==> src/hdl/tbsa_pkg.sv <==
// Package of shared types and constants for the tree bitmap slot allocator.
package tbsa_pkg;

    localparam int SLOTS_DEF = 1024;
    localparam int SLOT_W    = 10;
    localparam int COUNT_W   = 11;

    localparam logic OP_ALLOC = 1'b0;
    localparam logic OP_FREE  = 1'b1;

    localparam logic STAT_OK   = 1'b0;
    localparam logic STAT_FAIL = 1'b1;

    typedef struct packed {
        logic              op;
        logic [SLOT_W-1:0] slot_in;
    } t_cmd;

    typedef struct packed {
        logic               status;
        logic [SLOT_W-1:0]  slot_out;
        logic [COUNT_W-1:0] used_count;
    } t_result;

    typedef enum logic [2:0] {
        ST_CLEAR,
        ST_IDLE,
        ST_ROOT,
        ST_DESC,
        ST_UP,
        ST_FREE
    } t_state;

endpackage

==> src/hdl/tbsa_pair_ram.sv <==
// Single-port-write, registered-read memory holding sibling pairs of tree bits.
module tbsa_pair_ram
    import tbsa_pkg::*;
#(
    parameter int ADDR_W = $clog2(SLOTS_DEF)
) (
    input  logic              i_clk,
    input  logic              i_we,
    input  logic [ADDR_W-1:0] i_waddr,
    input  logic [1:0]        i_wdata,
    input  logic [ADDR_W-1:0] i_raddr,
    output logic [1:0]        o_rdata
);

    logic [1:0] r_mem [2**ADDR_W];
    logic [1:0] r_rdata;

    always_ff @(posedge i_clk) begin
        if (i_we) begin
            r_mem[i_waddr] <= i_wdata;
        end
        r_rdata <= r_mem[i_raddr];
    end

    assign o_rdata = r_rdata;

endmodule

==> src/hdl/tree_bitmap_slot_allocator_top.sv <==
// Top level of the tree bitmap slot allocator: control sequencer around the pair memory.
//
//   channel  ports                       direction  handshake
//   command  start, i_cmd (t_cmd)        in         taken when start & !busy
//   result   o_done, o_result (t_result) out        one-cycle strobe, no back-pressure
//
// Tree node n lives in memory word n/2, bit n%2, so one read returns both children.
// Allocate descends from the root to a free leaf, then marks nodes on the way back up,
// one memory read-modify-write per level.
// Free clears one bit per level, from the leaf up to the root.
// After reset the memory is swept to zero, one word a cycle, with busy high.
// The result word shows on the cycle after the last memory step; it cannot be stalled.
module tree_bitmap_slot_allocator_top
    import tbsa_pkg::*;
#(
    parameter int SLOTS = SLOTS_DEF
) (
    input  logic    i_clk,
    input  logic    i_rst_n,
    input  logic    start,
    input  t_cmd    i_cmd,
    output logic    busy,
    output logic    o_done,
    output t_result o_result
);

    localparam int PW = $clog2(SLOTS);
    localparam int NW = PW + 1;
    localparam int UW = $clog2(SLOTS + 1);

    t_state          r_state, n_state;
    logic [NW-1:0]   r_cur, n_cur;
    logic [PW-1:0]   r_slot, n_slot;
    logic [PW-1:0]   r_clr, n_clr;
    logic [UW-1:0]   r_used, n_used;
    logic            r_first, n_first;
    logic            r_was_full, n_was_full;
    logic            r_done, n_done;
    t_result         r_res, n_res;

    logic            mem_we;
    logic [PW-1:0]   mem_waddr;
    logic [1:0]      mem_wdata;
    logic [PW-1:0]   mem_raddr;
    logic [1:0]      mem_rdata;

    logic [NW-1:0]   next_node;
    logic [1:0]      bit_mask;
    logic            leaf_full;

    tbsa_pair_ram #(
        .ADDR_W (PW)
    ) u_ram (
        .i_clk   (i_clk),
        .i_we    (mem_we),
        .i_waddr (mem_waddr),
        .i_wdata (mem_wdata),
        .i_raddr (mem_raddr),
        .o_rdata (mem_rdata)
    );

    always_ff @(posedge i_clk) begin
        if (!i_rst_n) begin
            r_state    <= ST_CLEAR;
            r_clr      <= '0;
            r_used     <= '0;
            r_done     <= 1'b0;
            r_first    <= 1'b0;
            r_was_full <= 1'b0;
        end else begin
            r_state    <= n_state;
            r_clr      <= n_clr;
            r_used     <= n_used;
            r_done     <= n_done;
            r_first    <= n_first;
            r_was_full <= n_was_full;
        end
    end

    always_ff @(posedge i_clk) begin
        r_cur  <= n_cur;
        r_slot <= n_slot;
        r_res  <= n_res;
    end

    always_comb begin
        n_state    = r_state;
        n_cur      = r_cur;
        n_slot     = r_slot;
        n_clr      = r_clr;
        n_used     = r_used;
        n_first    = r_first;
        n_was_full = r_was_full;
        n_done     = 1'b0;
        n_res      = r_res;
        mem_we     = 1'b0;
        mem_waddr  = r_cur[NW-1:1];
        mem_wdata  = 2'b00;
        mem_raddr  = '0;

        // Child choice: go right only when the left child is full and the right is free.
        next_node = {r_cur[PW-1:0], mem_rdata[0] & ~mem_rdata[1]};
        bit_mask  = r_cur[0] ? 2'b10 : 2'b01;
        leaf_full = r_first ? ((mem_rdata & bit_mask) != 2'b00) : r_was_full;

        case (r_state)
            ST_CLEAR: begin
                mem_we    = 1'b1;
                mem_waddr = r_clr;
                mem_wdata = 2'b00;
                n_clr     = r_clr + 1'b1;
                if (r_clr == PW'(SLOTS - 1)) begin
                    n_state = ST_IDLE;
                end
            end
            ST_IDLE: begin
                if (start) begin
                    if (i_cmd.op == OP_ALLOC) begin
                        mem_raddr = '0;
                        n_state   = ST_ROOT;
                    end else if (32'(i_cmd.slot_in) >= 32'(SLOTS)) begin
                        n_done              = 1'b1;
                        n_res.status        = STAT_FAIL;
                        n_res.slot_out      = i_cmd.slot_in;
                        n_res.used_count    = COUNT_W'(r_used);
                    end else begin
                        n_cur     = {1'b1, PW'(i_cmd.slot_in)};
                        n_slot    = PW'(i_cmd.slot_in);
                        mem_raddr = PW'({1'b1, PW'(i_cmd.slot_in)} >> 1);
                        n_first   = 1'b1;
                        n_state   = ST_FREE;
                    end
                end
            end
            ST_ROOT: begin
                if (mem_rdata[1]) begin
                    n_done           = 1'b1;
                    n_res.status     = STAT_FAIL;
                    n_res.slot_out   = '0;
                    n_res.used_count = COUNT_W'(r_used);
                    n_state          = ST_IDLE;
                end else begin
                    n_cur     = NW'(1);
                    mem_raddr = PW'(1);
                    n_state   = ST_DESC;
                end
            end
            ST_DESC: begin
                n_cur = next_node;
                if (next_node[NW-1]) begin
                    n_slot    = next_node[PW-1:0];
                    mem_raddr = next_node[NW-1:1];
                    n_state   = ST_UP;
                end else begin
                    mem_raddr = next_node[PW-1:0];
                end
            end
            ST_UP: begin
                // Mark this node; climb while the freshly written pair is full.
                mem_we    = 1'b1;
                mem_wdata = mem_rdata | bit_mask;
                mem_raddr = PW'(r_cur >> 2);
                if ((r_cur != NW'(1)) && (mem_wdata == 2'b11)) begin
                    n_cur = r_cur >> 1;
                end else begin
                    n_used           = r_used + 1'b1;
                    n_done           = 1'b1;
                    n_res.status     = STAT_OK;
                    n_res.slot_out   = SLOT_W'(r_slot);
                    n_res.used_count = COUNT_W'(r_used + 1'b1);
                    n_state          = ST_IDLE;
                end
            end
            ST_FREE: begin
                mem_we     = 1'b1;
                mem_wdata  = mem_rdata & ~bit_mask;
                mem_raddr  = PW'(r_cur >> 2);
                n_first    = 1'b0;
                n_was_full = leaf_full;
                if (r_cur == NW'(1)) begin
                    if (leaf_full && (r_used != '0)) begin
                        n_used = r_used - 1'b1;
                    end
                    n_done           = 1'b1;
                    n_res.status     = STAT_OK;
                    n_res.slot_out   = SLOT_W'(r_slot);
                    n_res.used_count = COUNT_W'(n_used);
                    n_state          = ST_IDLE;
                end else begin
                    n_cur = r_cur >> 1;
                end
            end
            default: begin
                n_state = ST_IDLE;
            end
        endcase
    end

    assign busy     = (r_state != ST_IDLE);
    assign o_done   = r_done;
    assign o_result = r_res;

endmodule
==> config.mk <==
export PLATFORM = sky130hd
export DESIGN_NAME = tree_bitmap_slot_allocator_top
export DESIGN_NICKNAME = d
export VERILOG_FILES = /design/src/hdl/tbsa_pkg.sv /design/src/hdl/tbsa_pair_ram.sv /design/src/hdl/tree_bitmap_slot_allocator_top.sv
export SDC_FILE = /design/constraint.sdc
export NUM_CORES = 2
export LEC_CHECK = 0
export BUFFER_PORTS_ARGS = -buffer_cell sky130_fd_sc_hd__clkbuf_2
export CORE_ASPECT_RATIO = 0.7
export CORE_UTILIZATION = 55
export CTS_CLUSTER_SIZE = 16
export DETAILED_ROUTE_END_ITERATION = 6
export PLACE_DENSITY = 0.71
export SYNTH_ARGS = -nofsm -noshare
export SYNTH_HDL_FRONTEND = slang
export SYNTH_HIERARCHICAL = 1
export SYNTH_SLANG_ARGS = --single-unit
==> constraint.sdc <==
create_clock -name i_clk -period 40.2 [get_ports i_clk]
set_input_delay 2.01 -clock i_clk [delete_from_list [all_inputs] [get_ports i_clk]]
set_output_delay 2.01 -clock i_clk [all_outputs]
set_load 0.02 [all_outputs]
==> impl_metrics.sql <==
INSERT INTO impl_metrics (metric_group, metric, value, unit) VALUES
('outcome', 'run_status', 'finished with violations', ''),
('outcome', 'violations_in_the_final_reports', 'capacitance limit, slew limit', ''),
('floorplan', 'die_outline_area', '0.162', 'mm^2'),
('pwr', 'power_share_of_the_clock_group', '42.3', '%'),
('layout', 'area_of_the_multi_input_gates', '0.0229', 'mm^2'),
('sta', 'unrepaired_setup_endpoints_after_global_routing', 'no', ''),
('cts', 'cts.path.max_buffers', '3', ''),
('synthesis', 'syn-cell-area', '0.0881', 'mm^2'),
('routing', 'wl_per_cell', '31.9', 'um'),
('floorplan', 'floorplan.initialDensity', '55.6', '%'),
('layout', 'nFillCells', '11400', ''),
('sta', 'relative_max_transition_margin', '-2.07', '%'),
('sta', 'skew', '35.1', 'ps'),
('layout', 'final_layout_size_suffix_gt1_share', '18.1', '%'),
('synthesis', 'synthXorXnorAreaFrac', '0.159', '%'),
('pwr', 'pwr_density_cell', '43.8', 'mW/mm^2'),
('synthesis', 'asyncSetResetFlopFracSynth', '0', '%'),
('pwr', 'internal-power', '3370', 'uW'),
('synthesis', 'yosysUniqueCellTypes', '89', ''),
('layout', 'total_nets_final', '5168', ''),
('sta', 'max_freq', '109', 'MHz'),
('cts', 'maximum_level_of_the_cts_h_tree', '4', ''),
('cts', 'cts.clk_slew.worst_paths', '70', 'ps'),
('synthesis', 'synth_top_cell_by_area', 'sky130_fd_sc_hd__edfxtp_1', ''),
('pwr', 'power.share.sequential', '57.0', '%'),
('sta', 'post-route-worst-setup-slack', '31050', 'ps'),
('critical_path', 'crit_path_start_kind', 'flip-flop', ''),
('critical_path', 'critical_path.cell_chain', 'inv_1, nor2_1, nand2_1, o211ai_1, buf_4, buf_4, buf_4, buf_4, buf_4, mux4_2, mux4_2, a22o_1, nor4_2, o31ai_1, o31ai_1, nand4_1', ''),
('grt', 'total_global_routing_overflow', '0', ''),
('pwr', 'fin_total_pwr', '4200', 'uW'),
('routing', 'dr.pass1.iters', '6', ''),
('floorplan', 'die_h', '337', 'um'),
('critical_path', 'cp_top_family', 'buffers and inverters', ''),
('job', 'cap_violations', '2', ''),
('sta', 'timing.final.max_slew_violations', '3', ''),
('place', 'dp_hpwl', '131', 'mm'),
('routing', 'route.vias.total', '50500', ''),
('synthesis', 'syn_nets', '5264', ''),
('routing', 'drtAntennaViolNets', '0', ''),
('sta', 'setup-tns-final', '0', 'ps'),
('floorplan', 'chipWidth', '480', 'um'),
('floorplan', 'fp.coreArea', '0.158', 'mm^2'),
('critical_path', 'cp_arrival', '9840', 'ps'),
('synthesis', 'synth-seq-cells', '2120', ''),
('pwr', 'fraction_of_power_consumed_by_combinational_cells', '0.7', '%'),
('pwr', 'vdd.ir_drop.worst', '0.0405', 'mV'),
('sta', 'fin_worst_hold_slack', '476', 'ps'),
('critical_path', 'timing.reg2reg.worst_path_depth', '16', ''),
('cts', 'num_clock_sinks', '2120', ''),
('critical_path', 'maximum_fanout_along_the_worst_path', '47', ''),
('sta', 'layout_min_cycle_time', '9150', 'ps'),
('cts', 'cts.hold.buffers_added', '0', ''),
('pwr', 'p_switching', '828', 'uW'),
('cts', 'worst_skew_pair_later_pin_latency', '840', 'ps'),
('cts', 'tritoncts', 'done', ''),
('synthesis', 'synthesis.area_per_instance', '16.8', 'um^2'),
('grt', 'grt_antenna_before_repair', '14', ''),
('cts', 'numCtsBuffers', '186', ''),
('critical_path', 'cpPeakStageDelay', '830', 'ps'),
('sta', 'setup_viol', '0', ''),
('worst_hold_path', 'hold_path.class', 'reg -> reg', ''),
('floorplan', 'boundaryPins', '38', ''),
('synthesis', 'synthesis.instances', '5246', ''),
('pwr', 'switching_share', '19.7', '%'),
('grt', 'wire_length_of_the_first_global_routing_pass', '340', 'mm'),
('place', 'port_buffers', '37', ''),
('synthesis', 'post_synth_and_or_nand_nor_area_fraction', '7.19', '%'),
('cts', 'root_buffer', 'sky130_fd_sc_hd__clkbuf_16', ''),
('sta', 'hold_violations', '0', ''),
('synthesis', 'synthesis.yosys.warnings', '6', ''),
('sta', 'period_share', '22.8', '%');
metrics by stage:
stage | util [%] | instances | cell area, um^2
4_1_cts | 60.6 | 7413 | 96000
2_1_floorplan | - | 5246 | 88100
6_report | 60.6 | 7416 | 96000
3_5_place_dp | 56.8 | 7070 | 90000
5_1_grt | 60.6 | 7414 | 96000
3_3_place_gp | 56.8 | 7070 | 90000
placed cells by master, fill, tap and decap left out, types with 13 or more instances in the layout:
master | Yosys | routed
sky130_fd_sc_hd__a211oi_1 | 16 | 15
sky130_fd_sc_hd__a21oi_1 | 95 | 95
sky130_fd_sc_hd__a221oi_1 | 23 | 23
sky130_fd_sc_hd__a22o_1 | 13 | 13
sky130_fd_sc_hd__a22oi_1 | 46 | 46
sky130_fd_sc_hd__and2_1 | 24 | 23
sky130_fd_sc_hd__buf_4 | 29 | 107
sky130_fd_sc_hd__bufinv_16 | 0 | 15
sky130_fd_sc_hd__clkbuf_1 | 263 | 42
sky130_fd_sc_hd__clkbuf_16 | 0 | 193
sky130_fd_sc_hd__clkbuf_2 | 0 | 37
sky130_fd_sc_hd__clkinv_1 | 1 | 42
sky130_fd_sc_hd__clkinv_2 | 0 | 37
sky130_fd_sc_hd__dfxtp_1 | 29 | 29
sky130_fd_sc_hd__edfxtp_1 | 2091 | 2091
sky130_fd_sc_hd__mux2_2 | 26 | 26
sky130_fd_sc_hd__mux2i_1 | 227 | 227
sky130_fd_sc_hd__mux4_2 | 449 | 449
sky130_fd_sc_hd__nand2_1 | 139 | 133
sky130_fd_sc_hd__nand2b_1 | 16 | 15
sky130_fd_sc_hd__nand3_1 | 56 | 32
sky130_fd_sc_hd__nand3_4 | 0 | 24
sky130_fd_sc_hd__nand4_1 | 24 | 24
sky130_fd_sc_hd__nor2_1 | 1090 | 1084
sky130_fd_sc_hd__nor3_1 | 53 | 51
sky130_fd_sc_hd__o21ai_0 | 53 | 52
sky130_fd_sc_hd__o221ai_1 | 83 | 83
sky130_fd_sc_hd__o22ai_1 | 48 | 48
final timing paths:
kind | start | to | slack, ps
worst max-delay path | r_state[0]$_SDFFE_PN0P_ | u_ram/o_rdata[1]$_DFF_P_ | 31050
worst min-delay path | r_was_full$_SDFFE_PN0N_ | r_was_full$_SDFFE_PN0N_ | 480
worst max register to register | r_state[0]$_SDFFE_PN0P_ | u_ram/o_rdata[1]$_DFF_P_ | 31050
worst min register to register | r_was_full$_SDFFE_PN0N_ | r_was_full$_SDFFE_PN0N_ | 480
Yosys cell counts, types with 7 or more instances:
library cell	instances
sky130_fd_sc_hd__buf_6	35
sky130_fd_sc_hd__nand3_1	56
sky130_fd_sc_hd__nor3b_1	11
sky130_fd_sc_hd__mux2i_1	227
sky130_fd_sc_hd__and3_1	12
sky130_fd_sc_hd__nand4_1	24
sky130_fd_sc_hd__or3_1	8
sky130_fd_sc_hd__clkbuf_1	263
sky130_fd_sc_hd__buf_2	33
sky130_fd_sc_hd__nor2_1	1090
sky130_fd_sc_hd__dfxtp_1	29
sky130_fd_sc_hd__nor3_1	53
sky130_fd_sc_hd__a31oi_1	9
sky130_fd_sc_hd__xor2_1	7
sky130_fd_sc_hd__mux4_2	449
sky130_fd_sc_hd__buf_4	29
sky130_fd_sc_hd__mux2_2	26
sky130_fd_sc_hd__nand2_1	139
sky130_fd_sc_hd__xnor2_1	9
sky130_fd_sc_hd__buf_1	57
sky130_fd_sc_hd__a21oi_1	95
sky130_fd_sc_hd__nor2b_1	18
sky130_fd_sc_hd__o21ai_0	53
sky130_fd_sc_hd__a221oi_1	23
sky130_fd_sc_hd__nand2b_1	16
sky130_fd_sc_hd__o22ai_1	48
sky130_fd_sc_hd__and2_1	24
sky130_fd_sc_hd__o221ai_1	83
sky130_fd_sc_hd__a22o_1	13
sky130_fd_sc_hd__inv_1	13
sky130_fd_sc_hd__edfxtp_1	2091
sky130_fd_sc_hd__a221o_1	9
sky130_fd_sc_hd__a22oi_1	46
sky130_fd_sc_hd__nor4_1	12
sky130_fd_sc_hd__a211oi_1	16
sky130_fd_sc_hd__buf_8	14
worst reg2reg max path: stages, from the launching register on:
cell                       delay (ps)
sky130_fd_sc_hd__dfxtp_1          830
sky130_fd_sc_hd__inv_1            420
sky130_fd_sc_hd__nor2_1           490
sky130_fd_sc_hd__nand2_1          600
sky130_fd_sc_hd__o211ai_1         410
sky130_fd_sc_hd__buf_4            650
sky130_fd_sc_hd__buf_4            850
sky130_fd_sc_hd__buf_4            660
sky130_fd_sc_hd__buf_4            830
sky130_fd_sc_hd__buf_4            840
sky130_fd_sc_hd__mux4_2           630
sky130_fd_sc_hd__mux4_2           510
sky130_fd_sc_hd__a22o_1           210
sky130_fd_sc_hd__nor4_2           560
sky130_fd_sc_hd__o31ai_1          130
sky130_fd_sc_hd__o31ai_1          300
sky130_fd_sc_hd__nand4_1          130
cells by family after synthesis:
kind of cell,count (synthesis)
adders and majority gates,4
AOI/OAI and AO/OA,450
buffers and inverters,448
DFF,2120
xor gates and xnor gates,16
and+or+nand+nor,1503
muxes,705
sequential cells by signal (all words and copies together) (netlist names):
name and flops:
r_state 3, u_ram/r_mem 2048, r_first 1, r_cur 11, r_used 11, o_done 1, r_was_full 1, u_ram/o_rdata 2
r_clr 10, r_slot 10, o_result 22
power by group through the flow:
stage / Sequential (uW) / Combinational, uW / Clock [uW]
6_report: 2390 / 31.1 / 1780
5_1_grt: 2390 / 31.4 / 1870
4_1_cts: 2390 / 29.9 / 1790
3_5_place_dp: 2440 / 29.6 / 0
3_3_place_gp: 2440 / 29.6 / 0
2_1_floorplan: 2440 / 13.8 / 0
layout make-up:
| cell class | instances | share of cell area, % |
|---|---|---|
| well taps | 2108 | 2.75 |
| clock inverters | 107 | 0.968 |
| diodes | 3 | 0.00782 |
| multi-input cells | 2678 | 23.9 |
| repair buffers | 149 | 1.13 |
| flip-flops and latches | 2120 | 66.0 |
| clock buffers | 236 | 5.21 |
| inverters | 15 | 0.0613 |
metal layers:
metal  wire [um]  GRT usage, %  up-vias  share of wire, %
met5         126             0        -             0.053
met1       91500          43.3    25900                39
met4        6140          8.11        8               2.6
li1            -             -    20400                 -
met3       33800          8.78      397                14
met2      105000          42.9     3736                44
No activity file was read; power rests on OpenSTA's default activity.
